### config.mk
export PLATFORM = sky130hd
export DESIGN_NAME = sre_isqrt
export DESIGN_NICKNAME = d
export VERILOG_FILES = /design/src/rtl/core/sre_pkg.sv /design/src/rtl/core/sre_isqrt.sv
export SDC_FILE = /design/constraint.sdc
export NUM_CORES = 1
export LEC_CHECK = 0
export ABC_AREA = 1
export BUFFER_PORTS_ARGS = -buffer_cell sky130_fd_sc_hd__buf_2
export CAP_MARGIN = 20
export CORE_UTILIZATION = 30
export DETAILED_ROUTE_END_ITERATION = 6
export HOLD_SLACK_MARGIN = 0.1
export SETUP_SLACK_MARGIN = 0.02
export SKIP_LAST_GASP = 1
export SLEW_MARGIN = 25
export SYNTH_ARGS = -nofsm -noshare
export SYNTH_HDL_FRONTEND = slang
export SYNTH_SLANG_ARGS = --single-unit
### constraint.sdc
create_clock -name clk -period 2.1 [get_ports clk]
set_input_delay 0.21 -clock clk [delete_from_list [all_inputs] [get_ports clk]]
set_output_delay 0.21 -clock clk [all_outputs]
set_load 0.02 [all_outputs]
### src/rtl/core/sre_pkg.sv
// Shared types, constants and small arithmetic helpers for the Sobel/Roberts
// edge magnitude unit. No dependencies; every other file in rtl/core uses it.
package sre_pkg;

  localparam int PIX_W      = 8;
  localparam int MAG_W      = 8;
  localparam int POS_W      = 12;
  localparam int SIZE_W     = 13;
  localparam int CFG_IDX_W  = 1;
  localparam int WSUM_W     = 10;   // a + 2b + c of three pixels
  localparam int SQ_W       = 2 * WSUM_W;
  localparam int SUM_W      = SQ_W + 2;  // even width for the root unit
  localparam int OUT_DATA_W = 40;   // 2*8 + 2*12 = 40, already whole bytes

  localparam int DEF_MAX_WIDTH  = 4096;
  localparam int DEF_MAX_HEIGHT = 4096;
  localparam int MIN_SIZE       = 3;

  localparam logic [SIZE_W-1:0] WIDTH_RESET  = SIZE_W'(640);
  localparam logic [SIZE_W-1:0] HEIGHT_RESET = SIZE_W'(480);
  localparam logic [MAG_W-1:0]  MAG_MAX      = MAG_W'(255);

  localparam logic [CFG_IDX_W-1:0] REG_IMAGE_WIDTH  = 1'b0;
  localparam logic [CFG_IDX_W-1:0] REG_IMAGE_HEIGHT = 1'b1;

  typedef enum logic [2:0] {
    ST_IDLE,
    ST_WINDOW,
    ST_GRAD,
    ST_SQUARE,
    ST_LAUNCH,
    ST_ROOT,
    ST_EMIT
  } state_t;

  // a + 2b + c, max 1020
  function automatic logic [WSUM_W-1:0] wsum(input logic [PIX_W-1:0] a,
                                             input logic [PIX_W-1:0] b,
                                             input logic [PIX_W-1:0] c);
    logic [WSUM_W-1:0] s;
    s = WSUM_W'(a) + WSUM_W'({b, 1'b0}) + WSUM_W'(c);
    return s;
  endfunction

  function automatic logic [WSUM_W-1:0] absdiff(input logic [WSUM_W-1:0] p,
                                                input logic [WSUM_W-1:0] n);
    logic [WSUM_W-1:0] d;
    d = (p >= n) ? (p - n) : (n - p);
    return d;
  endfunction

endpackage

### src/rtl/core/sre_isqrt.sv
// Iterative floor square root, one result bit per cycle (digit recurrence).
// Depends on sre_pkg for the default input width.
module sre_isqrt #(
  parameter int IN_W = sre_pkg::SUM_W
) (
  input  logic                clk,
  input  logic                rst,
  input  logic                start,
  output logic                done,
  input  logic [IN_W-1:0]     radicand,
  output logic [IN_W/2-1:0]   root
);

  localparam int ROOT_W = IN_W / 2;
  localparam int REM_W  = ROOT_W + 3;
  localparam int CNT_W  = $clog2(ROOT_W + 1);

  logic [IN_W-1:0]  rad;
  logic [REM_W-1:0] rem;
  logic [CNT_W-1:0] cnt;
  logic             busy;
  logic [REM_W-1:0] rem_sh;
  logic [REM_W-1:0] trial;
  logic             fits;

  assign rem_sh = {rem[REM_W-3:0], rad[IN_W-1 -: 2]};
  assign trial  = {1'b0, root, 2'b01};
  assign fits   = rem_sh >= trial;

  always_ff @(posedge clk) begin
    if (rst) begin
      busy <= 1'b0;
      done <= 1'b0;
      cnt  <= '0;
    end else begin
      done <= busy && (cnt == CNT_W'(1));
      if (start) begin
        busy <= 1'b1;
        cnt  <= CNT_W'(ROOT_W);
      end else if (busy) begin
        cnt <= cnt - CNT_W'(1);
        if (cnt == CNT_W'(1)) begin
          busy <= 1'b0;
        end
      end
    end
  end

  always_ff @(posedge clk) begin
    if (start) begin
      rad  <= radicand;
      rem  <= '0;
      root <= '0;
    end else if (busy) begin
      rad  <= {rad[IN_W-3:0], 2'b00};
      rem  <= fits ? (rem_sh - trial) : rem_sh;
      root <= {root[ROOT_W-2:0], fits};
    end
  end

endmodule

=== Word level (Yosys, flattened, before mapping) ===
Index checks and enable logic that the tools add are counted.

* Muxes and demuxes: 8
* Equal/unequal tests: 1
* Add/sub/neg operators: 2
* Order comparisons: 1
* Reductions and logical operators: 3

{| class="wikitable"
|+ Operators by type and width
! kind !! count
|-
| $mux 22 || 2
|-
| $ge 14x13->1 || 1
|-
| $mux 12 || 1
|-
| $sub 12x12->12 || 1
|-
| $mux 4 || 2
|-
| $eq 4x1->1 const B || 1
|-
| $sub 4x1->4 const B || 1
|-
| $mux 1 || 3
|-
| $reduce_bool 2->1 || 1
|-
| $reduce_or 2->1 || 1
|-
| $logic_and 1x1->1 || 1
|}

* Register bits: 51
* Output and inout port bits: 12

=== Logic depth before layout (Yosys ltp) ===
* Depth in word-level cells: 4
* Mapped depth: 14
* Depth with buffers taken out: 14

=== Least setup slack after synthesis ===
OpenSTA, ideal clock, no wires.

* Path kind: register to register
* Start point: reg root[7]
* End point: reg rem[5]
* Arrival time: 1796 ps
* Path slack: 184 ps
* Clock period less this slack: 1916 ps
* Stages on the path, launching flop included: 13
* Cells stage by stage: dfxtp_1 inv_1 ha_1 nand2_2 inv_1 nand2_1 nand2_1 a21oi_1 nand3_2 buf_6 buf_8 o211ai_1 nand2_1

* Longest elaborated chain between the ends: 2

{| class="wikitable"
|+ RTL lines
! element !! line !! text
|-
| start, declared || sre_isqrt.sv:11 || <nowiki>output logic [IN_W/2-1:0] root</nowiki>
|-
| start signal, assigned || sre_isqrt.sv:57 || <nowiki>root <= {root[ROOT_W-2:0], fits};</nowiki>
|-
| $ge 14x13->1 || sre_isqrt.sv:28 || <nowiki>assign fits = rem_sh >= trial;</nowiki>
|-
| $mux 12 || sre_isqrt.sv:56 || <nowiki>rem <= fits ? (rem_sh - trial) : rem_sh;</nowiki>
|-
| end signal, assigned || sre_isqrt.sv:56 ||
|-
| end, declared || sre_isqrt.sv:19 || <nowiki>logic [REM_W-1:0] rem;</nowiki>
|}

No other way between the ends.
A chain may end at the register's enable or synchronous reset.

=== Worst setup path after layout ===
* Start point: reg root[6]
* End point: reg rem[7]

Same word-level chain as after synthesis.

==> qor.csv <==
stage,metric,value,unit
grt,grt-ovfl-total,0,
grt,grt_first_pass_wirelength,10600,um
floorplanning,core,8850,sq um
setup_path,r2r_slack,0.19,ns
cts,hold_buffers,0,
cells_and_area,finalNonFillerCells,528,
setup_path,timing.rr.end,rem[7],
logic_synthesis,synth_edf_count,22,
sta,max-slew-margin-rel,0.637,
cts,clk_latency,0.30,ns
detailed_routing,antenna_left,0,
logic_synthesis,postSynthRegisterBits,51,
cts,htreeDepth,2,
sta,setup_tns,0,ns
grt,grt_start_max_net_pins,35,
worst_hold_path,hold_path.class,in -> reg,
setup_path,regToRegStartpoint,root[6],
cells_and_area,seq_area,1240,sq um
floorplanning,die_x,98.5,um
detailed_routing,routed.top_layer,met4,
placement,gp_congestion,0.883,
logic_synthesis,synthCells,378,
cts,clk_pin_slew,0.10,ns
power_and_ir_drop,peakVddDrop,0.000652,V
detailed_routing,wl_per_cell,12.0,um
cts,numClockSinks,51,
grt,track_usage,0.137,
cells_and_area,layout.nets,459,
detailed_routing,wirelength_met1,3050,um
sta,rsz0062_at_grt,false,
cts,cts_buffer_depth,2,
detailed_routing,dr_wl_met3,218,um
logic_synthesis,syn_avg_cell_area,7.38,sq um
power_and_ir_drop,power_density,1360,nW/um^2
sta,drv_slew,0,
sta,skew,0.00801,ns
cts,cts_made_buffers,5,
sta,period_minus_slack,1.91,ns
grt,grt_pass1_vias,2309,
floorplanning,dieArea,9690,sq um
setup_path,reg2reg_depth,11,
setup_path,critPathRequiredTime,2.33,ns
sta,fmax,0.524,GHz
placement,portBuffers,36,
logic_synthesis,yosysWarningCount,0,
logic_synthesis,synth_nets,418,
floorplanning,rows,34,
detailed_routing,drt_pass1_iterations,4,
power_and_ir_drop,total_power,4.45,mW
logic_synthesis,ys_dominant_reg_cell,dfxtp_1,
placement,post-place-cells,520,
worst_hold_path,hp-start,rst,
cells_and_area,n_fill_cell,956,
setup_path,critPathMaxFanout,6,
setup_path,endpoint_kind,register,
cts,post_cts_buffers,0,
floorplanning,initial_core_util,0.315,
cells_and_area,multi_input_area,1320,sq um
detailed_routing,totalWireLength,6320,um
logic_synthesis,yosysUniqueCellTypes,30,
flow_run,maxCapViolCount,0,
cells_and_area,antenna_cells,0,
sta,finalHoldViolCount,0,
floorplanning,top_level_ports,37,
setup_path,worstSetupPathType,reg -> reg,
cells_and_area,final_util,0.370,
worst_hold_path,hold_path_depth,2,
setup_path,cp-start-kind,register,
worst_hold_path,whs_endpoint,busy,
floorplanning,die_y,98.5,um
logic_synthesis,async_reset_ff_frac,0,
logic_synthesis,yosysSeqAreaShare,0.445,
sta,setup_violations,0,
cts,cts_tree,done,
detailed_routing,drc,0,
sta,fin_crit_sh,0.909,
sta,tightest_slew,0.545,ns
detailed_routing,wl_met2,2990,um
detailed_routing,first_iter_violations,65,
setup_path,crit_arrival,2.14,ns
run_status,status,"complete, no violations",
detailed_routing,vias_per_cell,4.63,
detailed_routing,vias,2442,
placement,dp_hpwl,4700,um
cts,cts_root_buffer,clkbuf_8,
cts,postCtsResizedCells,0,
logic_synthesis,synth_area,2790,sq um
cells_and_area,drive_above_1_share,0.148,
cells_and_area,syn2layout_area_growth,17.2,%
grt,antenna_found_initial,0,
power_and_ir_drop,p_leak,1.63,nW
metrics by stage:
stage	setup slack [ns]	hold WS [ns]	area [sq um]
2_1_floorplan	0.184	0.279	2790
3_3_place_gp	0.195	0.451	3120
3_5_place_dp	0.143	0.451	3120
4_1_cts	0.120	0.117	3230
5_1_grt	0.0261	0.120	3270
6_report	0.191	0.136	3270
report_power, final:
group / total [mW] / internal [mW] / leakage, nW / switching [mW]
Combinational: 2.46 / 0.954 / 1.12 / 1.51
Sequential: 1.31 / 1.20 / 0.463 / 0.118
Clock: 0.677 / 0.348 / 0.0517 / 0.329
state kept, by name (all words and copies together) (netlist names):
name and cells:
busy 1, cnt 4, done 1, rad 22, rem 12, root 11
kinds of logic after synthesis:
family	Yosys count	share of synthesized area
AO/OA/AOI/OAI	44	0.0914
adder cells (fa/ha/maj)	15	0.0672
XOR/XNOR	4	0.0126
AND/OR/NAND/NOR	197	0.286
flip-flops	51	0.445
buffers and inverters	67	0.0977
synth_stat cells, drive strengths merged (3+ instances only):
library cell / instances / share of area
buf: 6 / 0.016
edfxtp: 22 / 0.24
nand2: 144 / 0.20
o21ai: 10 / 0.018
ha: 15 / 0.067
nor3: 3 / 0.0054
inv: 56 / 0.075
dfxtp: 29 / 0.21
o22ai: 10 / 0.022
nand3: 21 / 0.041
nand4: 3 / 0.0067
nor2: 25 / 0.035
clkbuf: 5 / 0.0067
a21oi: 15 / 0.027
critical path, stage by stage (launching register included):
cell and delay, ns:
dfxtp_1 0.34, inv_1 0.07, ha_1 0.35, nand2_2 0.10, inv_1 0.04, nand2_1 0.05, nand2_1 0.06, a21oi_1 0.16
nand3_2 0.10, nor2_1 0.32, nand2_1 0.09, a21oi_1 0.15
layout make-up:
type	count	share of cell area
clock buffers	5	0.0210
clock inverters	3	0.0119
inverters	56	0.0642
multi-input cells	260	0.403
flip-flops and latches	51	0.379
well taps	108	0.0413
repair buffers	45	0.0795
how the worst max path moves through the flow:
stage                       start       to  slack (ns)  cells past startpoint
after global placement    root[7]  rem[10]        0.19                     13
after floorplan           root[7]   rem[5]        0.18                     12
after global routing      root[2]  rem[10]        0.03                     13
after CTS                 root[7]   rem[7]        0.12                     11
after detailed placement  root[7]  rem[10]        0.14                     13
final                     root[6]   rem[7]        0.19                     11
per-layer routing:
| metal | vias to the layer above | GRT usage |
|---|---|---|
| met2 | 47 | 0.234 |
| met1 | 1106 | 0.174 |
| met4 | 0 | 0.0494 |
| li1 | 1285 | - |
| met3 | 4 | 0.0234 |
| met5 | - | 0 |
placed cells by master, fill, tap and decap left out, types with 2 or more instances in the layout:
cell,count
dfxtp_1,29
xor2_1,2
o21ai_1,4
nand2_1,142
xnor2_1,2
inv_1,56
ha_1,11
nand3_2,2
ha_4,3
clkbuf_8,5
nor2_1,23
nor2_2,2
o21ai_0,6
nand2_2,2
buf_2,36
buf_4,8
nand4_1,3
o22ai_1,10
nand3_1,19
edfxtp_1,22
nor3_1,3
a21boi_0,2
a211oi_1,2
a21oi_1,15
o211ai_1,2
Power figures use the tool's default switching activity.
